## src/rtl/apbg_pkg.sv

```systemverilog
// Shared types, constants and helper functions for the partition bitmap generator.
package apbg_pkg;

    localparam int BLOCK_DIM  = 4;
    localparam int NUM_TEXELS = BLOCK_DIM * BLOCK_DIM;
    localparam int MAP_W      = 16;
    localparam int PART_MAX   = 4;
    localparam int SEED_W     = 10;
    localparam int CNT_W      = 3;
    localparam int USED_W     = 3;
    localparam int WGT_W      = 6;
    localparam int SQ_W       = 4;
    localparam int COORD_W    = $clog2(2 * BLOCK_DIM - 1);

    localparam logic [31:0] HASH_MUL = 32'hEEDE0891;

    // Bits of a map word that some texel can occupy.
    localparam logic [MAP_W-1:0] MAP_COVER =
        (NUM_TEXELS >= MAP_W) ? {MAP_W{1'b1}} : MAP_W'((64'd1 << NUM_TEXELS) - 64'd1);

    typedef struct packed {
        logic [CNT_W-1:0]  cnt;
        logic [SEED_W-1:0] seed;
    } item_t;

    // Hash rounds that follow the multiply.
    function automatic logic [31:0] mix_tail(input logic [31:0] p);
        logic [31:0] v;
        v = p ^ (p >> 5);
        v = v + (v << 16);
        v = v ^ (v >> 7);
        v = v ^ (v >> 3);
        v = v ^ (v << 6);
        v = v ^ (v >> 17);
        return v;
    endfunction

    // Squared nibble, kept to 8 bits, then shifted down.
    function automatic logic [SQ_W-1:0] sq_shift(input logic [3:0] n, input logic [2:0] sh);
        logic [7:0] sq;
        sq = 8'(n) * 8'(n);
        return SQ_W'(sq >> sh);
    endfunction

endpackage

```

## src/rtl/apbg_hash.sv

```systemverilog
// Two-stage pipelined seed hash: multiply stage, then shift/xor rounds.
module apbg_hash (
    input  logic                 aclk,
    input  logic                 aresetn,
    input  logic                 en,
    input  logic                 in_valid,
    input  apbg_pkg::item_t      in_item,
    output logic                 out_valid,
    output apbg_pkg::item_t      out_item,
    output logic [31:0]          out_h
);

    logic            mul_valid_reg;
    apbg_pkg::item_t mul_item_reg;
    logic [31:0]     mul_prod_reg;
    logic [31:0]     mul_prod_next;
    logic [11:0]     hash_in;

    logic            h_valid_reg;
    apbg_pkg::item_t h_item_reg;
    logic [31:0]     h_reg;

    // seed + (cnt - 1) * 1024; the first xor-shift by 15 is a no-op on 12 bits
    always_comb begin
        hash_in       = {2'(in_item.cnt - 3'd1), in_item.seed};
        mul_prod_next = 32'(32'(hash_in) * apbg_pkg::HASH_MUL);
    end

    always_ff @(posedge aclk) begin
        if (!aresetn) begin
            mul_valid_reg <= 1'b0;
            h_valid_reg   <= 1'b0;
        end else if (en) begin
            mul_valid_reg <= in_valid;
            h_valid_reg   <= mul_valid_reg;
        end
    end

    always_ff @(posedge aclk) begin
        if (en) begin
            mul_item_reg <= in_item;
            mul_prod_reg <= mul_prod_next;
            h_item_reg   <= mul_item_reg;
            h_reg        <= apbg_pkg::mix_tail(mul_prod_reg);
        end
    end

    assign out_valid = h_valid_reg;
    assign out_item  = h_item_reg;
    assign out_h     = h_reg;

endmodule

```

## src/rtl/astc_partition_bitmap_gen.sv

```systemverilog
// Top level: ASTC procedural partition bitmap generator pipeline.
//
// Input items arrive on s_axis_* (tdata: part_seed, part_total). Each item
// yields one result on m_axis_* (tdata: four texel bitmaps, used_parts,
// count_matches). The small_block_bias register is written through
// cfg_wdata by cfg_we; write it only while the block is idle (not enforced).
//
// Five register stages: hash multiply, hash rounds, seed squares, texel
// partition evaluation, result summary. Each accepted item passes through
// these registers in that order, and one item is taken every cycle while
// the receiver keeps m_axis_tready high.
//
// When the output register holds a result that is not taken, every stage
// holds and s_axis_tready drops; nothing is lost or repeated. Empty stages
// do not fill in under a stall.
//
// Reset (aresetn low, synchronous) empties the pipeline and sets
// small_block_bias to 1.
module astc_partition_bitmap_gen (
    input  logic        aclk,
    input  logic        aresetn,
    input  logic        cfg_we,
    input  logic        cfg_wdata,       // small_block_bias
    input  logic        s_axis_tvalid,
    output logic        s_axis_tready,
    input  logic [15:0] s_axis_tdata,    // [9:0] part_seed, [12:10] part_total, rest zero
    output logic        m_axis_tvalid,
    input  logic        m_axis_tready,
    output logic [71:0] m_axis_tdata     // [15:0] map_part0, [31:16] map_part1,
                                         // [47:32] map_part2, [63:48] map_part3,
                                         // [66:64] used_parts, [67] count_matches, rest zero
);

    localparam int PM = apbg_pkg::PART_MAX;

    logic                          bias_reg;
    logic                          en;
    apbg_pkg::item_t               in_item;
    logic [apbg_pkg::CNT_W-1:0]    cnt_raw;

    logic                          h_valid;
    apbg_pkg::item_t               h_item;
    logic [31:0]                   h_val;

    // seed-square stage
    logic                          sd_valid_reg;
    logic [apbg_pkg::CNT_W-1:0]    sd_cnt_reg;
    logic [apbg_pkg::SQ_W-1:0]     sd_sq_reg   [8];
    logic [apbg_pkg::SQ_W-1:0]     sd_sq_next  [8];
    logic [apbg_pkg::WGT_W-1:0]    sd_off_reg  [PM];
    logic [apbg_pkg::WGT_W-1:0]    sd_off_next [PM];
    logic [2:0]                    sh1, sh2, sh_alt, sh_seed;

    // texel stage
    logic                          tx_valid_reg;
    logic [apbg_pkg::CNT_W-1:0]    tx_cnt_reg;
    logic [apbg_pkg::MAP_W-1:0]    tx_map_reg  [PM];
    logic [apbg_pkg::MAP_W-1:0]    tx_map_next [PM];
    logic [PM-1:0]                 tx_occ_reg;
    logic [PM-1:0]                 tx_occ_next;

    // output stage
    logic                          out_valid_reg;
    logic [apbg_pkg::MAP_W-1:0]    out_map_reg [PM];
    logic [apbg_pkg::USED_W-1:0]   out_used_reg;
    logic [apbg_pkg::USED_W-1:0]   out_used_next;
    logic                          out_match_reg;

    always_ff @(posedge aclk) begin
        if (!aresetn) begin
            bias_reg <= 1'b1;
        end else if (cfg_we) begin
            bias_reg <= cfg_wdata;
        end
    end

    assign en            = !out_valid_reg || m_axis_tready;
    assign s_axis_tready = en;

    // clamp the requested count to 1..4
    always_comb begin
        cnt_raw      = s_axis_tdata[12:10];
        in_item.seed = s_axis_tdata[9:0];
        if (cnt_raw == 3'd0) begin
            in_item.cnt = 3'd1;
        end else if (cnt_raw > 3'd4) begin
            in_item.cnt = 3'd4;
        end else begin
            in_item.cnt = cnt_raw;
        end
    end

    apbg_hash u_hash (
        .aclk      (aclk),
        .aresetn   (aresetn),
        .en        (en),
        .in_valid  (s_axis_tvalid),
        .in_item   (in_item),
        .out_valid (h_valid),
        .out_item  (h_item),
        .out_h     (h_val)
    );

    // seed squares; even nibbles take shift sh1 and odd nibbles take sh2
    always_comb begin
        sh_alt  = (h_item.cnt == 3'd3) ? 3'd6 : 3'd5;
        sh_seed = h_item.seed[1] ? 3'd4 : 3'd5;
        if (h_item.seed[0]) begin
            sh1 = sh_seed;
            sh2 = sh_alt;
        end else begin
            sh1 = sh_alt;
            sh2 = sh_seed;
        end
        for (int i = 0; i < 8; i++) begin
            sd_sq_next[i] = apbg_pkg::sq_shift(h_val[4*i +: 4], (i % 2 == 0) ? sh1 : sh2);
        end
        sd_off_next[0] = h_val[19:14];
        sd_off_next[1] = h_val[15:10];
        sd_off_next[2] = h_val[11:6];
        sd_off_next[3] = h_val[7:2];
    end

    // texel partition assignment, all texels side by side
    always_comb begin
        logic [apbg_pkg::COORD_W-1:0] cx, cy;
        logic [apbg_pkg::WGT_W-1:0]   w [PM];
        logic [1:0]                   p;
        int                           t;
        for (int k = 0; k < PM; k++) begin
            tx_map_next[k] = '0;
        end
        tx_occ_next = '0;
        for (int y = 0; y < apbg_pkg::BLOCK_DIM; y++) begin
            for (int x = 0; x < apbg_pkg::BLOCK_DIM; x++) begin
                t  = y * apbg_pkg::BLOCK_DIM + x;
                cx = bias_reg ? apbg_pkg::COORD_W'(2 * x) : apbg_pkg::COORD_W'(x);
                cy = bias_reg ? apbg_pkg::COORD_W'(2 * y) : apbg_pkg::COORD_W'(y);
                for (int k = 0; k < PM; k++) begin
                    w[k] = apbg_pkg::WGT_W'(6'(sd_sq_reg[2*k]) * 6'(cx))
                         + apbg_pkg::WGT_W'(6'(sd_sq_reg[2*k+1]) * 6'(cy))
                         + sd_off_reg[k];
                end
                if (sd_cnt_reg <= 3'd3) w[3] = '0;
                if (sd_cnt_reg <= 3'd2) w[2] = '0;
                if (sd_cnt_reg <= 3'd1) w[1] = '0;
                if (w[0] >= w[1] && w[0] >= w[2] && w[0] >= w[3]) begin
                    p = 2'd0;
                end else if (w[1] >= w[2] && w[1] >= w[3]) begin
                    p = 2'd1;
                end else if (w[2] >= w[3]) begin
                    p = 2'd2;
                end else begin
                    p = 2'd3;
                end
                tx_occ_next[p] = 1'b1;
                if (t < apbg_pkg::MAP_W) begin
                    tx_map_next[p][t] = 1'b1;
                end
            end
        end
    end

    // leading non-empty partitions
    always_comb begin
        if (!tx_occ_reg[0]) begin
            out_used_next = 3'd0;
        end else if (!tx_occ_reg[1]) begin
            out_used_next = 3'd1;
        end else if (!tx_occ_reg[2]) begin
            out_used_next = 3'd2;
        end else if (!tx_occ_reg[3]) begin
            out_used_next = 3'd3;
        end else begin
            out_used_next = 3'd4;
        end
    end

    always_ff @(posedge aclk) begin
        if (!aresetn) begin
            sd_valid_reg  <= 1'b0;
            tx_valid_reg  <= 1'b0;
            out_valid_reg <= 1'b0;
        end else if (en) begin
            sd_valid_reg  <= h_valid;
            tx_valid_reg  <= sd_valid_reg;
            out_valid_reg <= tx_valid_reg;
        end
    end

    always_ff @(posedge aclk) begin
        if (en) begin
            sd_cnt_reg    <= h_item.cnt;
            sd_sq_reg     <= sd_sq_next;
            sd_off_reg    <= sd_off_next;
            tx_cnt_reg    <= sd_cnt_reg;
            tx_map_reg    <= tx_map_next;
            tx_occ_reg    <= tx_occ_next;
            out_map_reg   <= tx_map_reg;
            out_used_reg  <= out_used_next;
            out_match_reg <= (out_used_next == tx_cnt_reg);
        end
    end

    assign m_axis_tvalid = out_valid_reg;
    assign m_axis_tdata  = {4'b0, out_match_reg, out_used_reg,
                            out_map_reg[3], out_map_reg[2], out_map_reg[1], out_map_reg[0]};

    // no texel lands in two partitions; a_maps_cover checks each lands in one
    a_maps_disjoint: assert property (@(posedge aclk) disable iff (!aresetn)
        out_valid_reg |-> ((out_map_reg[0] & out_map_reg[1]) == '0
                        && (out_map_reg[0] & out_map_reg[2]) == '0
                        && (out_map_reg[0] & out_map_reg[3]) == '0
                        && (out_map_reg[1] & out_map_reg[2]) == '0
                        && (out_map_reg[1] & out_map_reg[3]) == '0
                        && (out_map_reg[2] & out_map_reg[3]) == '0))
        else $error("partition maps overlap");

    a_maps_cover: assert property (@(posedge aclk) disable iff (!aresetn)
        out_valid_reg |-> ((out_map_reg[0] | out_map_reg[1] | out_map_reg[2]
                            | out_map_reg[3]) == apbg_pkg::MAP_COVER))
        else $error("texel missing from all maps");

    // the first empty partition has an empty map
    a_used_empty: assert property (@(posedge aclk) disable iff (!aresetn)
        out_valid_reg |-> ((out_used_reg != 3'd0 || out_map_reg[0] == '0)
                        && (out_used_reg != 3'd1 || out_map_reg[1] == '0)
                        && (out_used_reg != 3'd2 || out_map_reg[2] == '0)
                        && (out_used_reg != 3'd3 || out_map_reg[3] == '0)))
        else $error("used_parts disagrees with maps");

    a_used_range: assert property (@(posedge aclk) disable iff (!aresetn)
        out_valid_reg |-> (out_used_reg <= 3'd4 && (!out_match_reg || out_used_reg != 3'd0)))
        else $error("used_parts out of range");

    a_reset_empty: assert property (@(posedge aclk)
        !aresetn |=> !m_axis_tvalid)
        else $error("result valid after reset");

endmodule
```

## config.mk

```make
export PLATFORM = sky130hd
export DESIGN_NAME = astc_partition_bitmap_gen
export DESIGN_NICKNAME = d
export VERILOG_FILES = /design/src/rtl/apbg_pkg.sv /design/src/rtl/apbg_hash.sv /design/src/rtl/astc_partition_bitmap_gen.sv
export SDC_FILE = /design/constraint.sdc
export NUM_CORES = 2
export LEC_CHECK = 0
export BUFFER_PORTS_ARGS = -buffer_cell sky130_fd_sc_hd__buf_2
export CORE_AREA = 8 8 316 318
export CTS_BUF_LIST = sky130_fd_sc_hd__clkbuf_16
export CTS_CLUSTER_DIAMETER = 40
export CTS_CLUSTER_SIZE = 24
export DETAILED_ROUTE_END_ITERATION = 8
export DIE_AREA = 0 0 324 326
export SYNTH_ARGS = -nofsm -noshare
export SYNTH_HDL_FRONTEND = slang
export SYNTH_SLANG_ARGS = --single-unit
export TNS_END_PERCENT = 10
```

## constraint.sdc

```tcl
create_clock -name aclk -period 14.05 [get_ports aclk]
set_clock_uncertainty 0.1 [all_clocks]
set_input_delay 0.7025 -clock aclk [delete_from_list [all_inputs] [get_ports aclk]]
set_output_delay 0.7025 -clock aclk [all_outputs]
set_load 0.05 [all_outputs]
```

==> impl_metrics.sql <==
INSERT INTO impl_metrics (metric_group, metric, value, unit) VALUES
('outcome', 'run_status', 'finished, final reports clean', ''),
('worst_setup_path', 'number_of_cell_instances_on_the_worst_register_to_register_path', '21', ''),
('placed_design', 'dpl.cell_count', '5666', ''),
('clock_network', 'cts_tree', 'yes', ''),
('cells_and_area', 'mostFrequentLayoutCells', '929 x ha_1, 591 x inv_1, 481 x a21o_1, 329 x xnor2_1, 298 x a21oi_1', ''),
('cells_and_area', 'layout.cells.most_common', 'ha_1', ''),
('sta', 'grt_setup_unrepaired', 'false', ''),
('global_route', 'global_route.overflow_total', '0', ''),
('clock_network', 'cts.htree.levels', '2', ''),
('yosys', 'yosysWarnings', '0', ''),
('placed_design', 'number_of_buffers_added_on_ports', '88', ''),
('sta', 'finalHoldWorstSlack', '286', 'ps'),
('global_route', 'via_count_of_the_first_global_routing_pass', '30769', ''),
('worst_setup_path', 'critPathCaptureType', 'flip-flop', ''),
('clock_network', 'cts.hold.buffers_added', '0', ''),
('sta', 'final-setup-viol-count', '0', ''),
('floorplanning', 'die_area', '0.106', 'sq mm'),
('route', 'avgViaCountPerCell', '5.35', ''),
('yosys', 'post_synth_inst_count', '4290', ''),
('yosys', 'synth_top_area_share', '27.4', '%'),
('floorplanning', 'floorplan.core_area', '0.0944', 'sq mm'),
('cells_and_area', 'multi_input_comb_area', '0.0320', 'sq mm'),
('worst_setup_path', 'crit_path_start_kind', 'flip-flop', ''),
('yosys', 'netlist_area', '0.0424', 'sq mm'),
('clock_network', 'cts-buffers-inserted', '38', ''),
('clock_network', 'cts_sinks', '270', ''),
('cells_and_area', 'post_route_cells_drive_above_1_share', '5.80', '%'),
('sta', 'actual_transition_at_the_worst_max_transition_pin', '1190', 'ps'),
('placed_design', 'globalplace.congestion', '0.992', ''),
('clock_network', 'clock_pin_slew_on_the_worst_setup_and_hold_paths', '60', 'ps'),
('min_path', 'hold_path_depth', '2', ''),
('sta', 'final_tns_setup', '0', 'ps'),
('worst_setup_path', 'cp_required', '14190', 'ps'),
('clock_network', 'clock_tree_root', 'clkbuf_16', ''),
('sta', 'worst_relative_slew_slack', '20.3', '%'),
('global_route', 'grt_first_pass_wirelength', '189', 'mm'),
('worst_setup_path', 'critical_path_class', 'reg2reg', ''),
('yosys', 'seq_area_frac_synth', '19.0', '%'),
('yosys', 'synth-seq-cells', '270', ''),
('global_route', 'track_usage', '23.9', '%'),
('route', 'routedWlPerCell', '22.2', 'microns'),
('route', 'ant_nets', '0', ''),
('clock_network', 'clockBufferDepth', '3', ''),
('min_path', 'timing.hold.worst.class', 'in2reg', ''),
('cells_and_area', 'layout.filler_cells', '8993', ''),
('clock_network', 'cts-resized-gates', '0', ''),
('sta', 'fmax', '140', 'MHz'),
('cells_and_area', 'sequential_cell_area', '0.00805', 'sq mm'),
('sta', 'finalCritPeriodShare', '50.7', '%'),
('clock_network', 'postCtsSetupBuffers', '0', ''),
('floorplanning', 'top_level_ports', '96', ''),
('floorplanning', 'die_x', '324', 'microns'),
('floorplanning', 'floorplan.die.height', '326', 'microns'),
('yosys', 'dominant_synthesized_flop_cell', 'edfxtp_1', ''),
('route', 'drt_pre_antenna_iters', '7', ''),
('sta', 'slew_violations', '0', ''),
('floorplanning', 'initial_core_util', '44.9', '%'),
('route', 'drcViolationCount', '0', ''),
('sta', 'post_layout_min_period', '7130', 'ps'),
('cells_and_area', 'stdcell_area', '0.0459', 'sq mm'),
('route', 'final_wirelength', '127', 'mm'),
('cells_and_area', 'final_net_count', '5687', ''),
('yosys', 'netlist.top_cell.by_area', 'ha_1', ''),
('floorplanning', 'num_rows', '113', ''),
('placed_design', 'place.detailed.hpwl', '105', 'mm'),
('run', 'timing.max_cap.violations', '0', ''),
('sta', 'hold_violations', '0', ''),
('global_route', 'grt_max_degree', '75', ''),
('worst_setup_path', 'critPathArrivalTime', '7270', 'ps'),
('yosys', 'synth.lib_cells_used.distinct', '64', ''),
('placed_design', 'place_area', '0.0447', 'sq mm'),
('yosys', 'synth.area.top_cells', 'ha_1 27%, edfxtp_1 19%, fa_1 14%', ''),
('cells_and_area', 'final_cells', '5735', ''),
('route', 'detail_route.iter0.violations', '2146', ''),
('clock_network', 'insertion_delay', '560', 'ps'),
('yosys', 'post_synth.cell_area_avg', '9.88', 'sq um'),
('worst_setup_path', 'peak_fanout_along_the_critical_path', '74', ''),
('route', 'via_count', '30663', ''),
('cells_and_area', 'syn2layout_area_growth', '8.46', '%'),
('global_route', 'grt_antenna_before_repair', '2', ''),
('yosys', 'synth_async_sr_flop_share', '0', '%'),
('yosys', 'synth_enable_flop_cells', '264', '');
Yosys cell counts (5+ instances only):
cell type / instances
a221oi_1: 5
o22ai_1: 7
a31oi_1: 15
ha_1: 929
xor2_1: 160
and3_1: 14
nand2b_1: 84
xnor2_2: 13
nor3b_1: 16
o21bai_1: 16
a21boi_0: 5
a21oi_1: 299
nor2b_1: 49
xnor2_1: 330
buf_4: 5
nand4_1: 8
a21o_1: 482
and2_1: 66
nor3_1: 55
inv_1: 587
nand2_1: 277
fa_1: 295
nor2_1: 101
clkbuf_1: 47
nor4_1: 16
nand3_1: 5
edfxtp_1: 264
or2_2: 9
a22oi_1: 8
dfxtp_1: 6
o21ai_0: 58
critical path: stages, from the launching register on:
cell and delay (ps):
dfxtp_2 320, buf_4 500, and2_1 270, fa_1 430, ha_1 240, fa_1 380
xor2_1 720, inv_1 150, fa_1 540, inv_1 40, ha_1 310, a21oi_1 190
xor2_1 200, xnor2_1 160, xnor2_1 150, nand2_1 120, ha_1 330, a21oi_1 70
nor3_2 800, nor3_1 240, nor4_1 320, nand4_1 120
final timing paths:
check	start	to	slack [ps]
setup / recovery	bias_reg	tx_occ_reg[2]	6920
setup reg to reg	bias_reg	tx_occ_reg[2]	6920
hold reg to reg	tx_map_reg[14]	m_axis_tdata[62]	320
hold / removal	aresetn	bias_reg	290
cells by family (layout without fill, tap and decap cells):
kind of cell | count (synthesis) | in the layout | share of synthesized area (%)
adder cells (fa/ha/maj) | 1224 | 1224 | 41.4
AO/OA/AOI/OAI | 930 | 930 | 14.5
AND/OR/NAND/NOR | 705 | 705 | 8.07
buffers and inverters | 641 | 800 | 5.72
XOR/XNOR | 514 | 514 | 11.2
flip-flops | 270 | 270 | 19.0
multiplexers | 4 | 4 | 0.0945
other | 2 | 23 | 0.0177
layer usage:
| layer | GRT usage, % | vias up | routed length, microns |
|---|---|---|---|
| met5 | 0 | - | 9 |
| met4 | 13.0 | 2 | 8180 |
| met3 | 3.80 | 244 | 7880 |
| met2 | 38.8 | 799 | 57800 |
| met1 | 30.3 | 14628 | 53400 |
| li1 | - | 14990 | - |
area by class of cell:
cell class              count  area share [%]
clock buffers              38            2.07
clock inverters            29           0.613
flip-flops and latches    270            17.5
inverters                 587            4.80
diodes                      2          0.0109
multi-input cells        3398            69.6
repair buffers            146            1.91
well taps                1265            3.44
metrics by stage:
stage,utilization [%],setup WS (ps)
3_5_place_dp,47.3,7070
3_3_place_gp,47.3,7160
4_1_cts,48.6,7040
6_report,48.6,6920
5_1_grt,48.6,6730
2_1_floorplan,-,4260
Power is not shown: default switching activity piles up to over one toggle a cycle in this logic, so the estimate is an artifact.
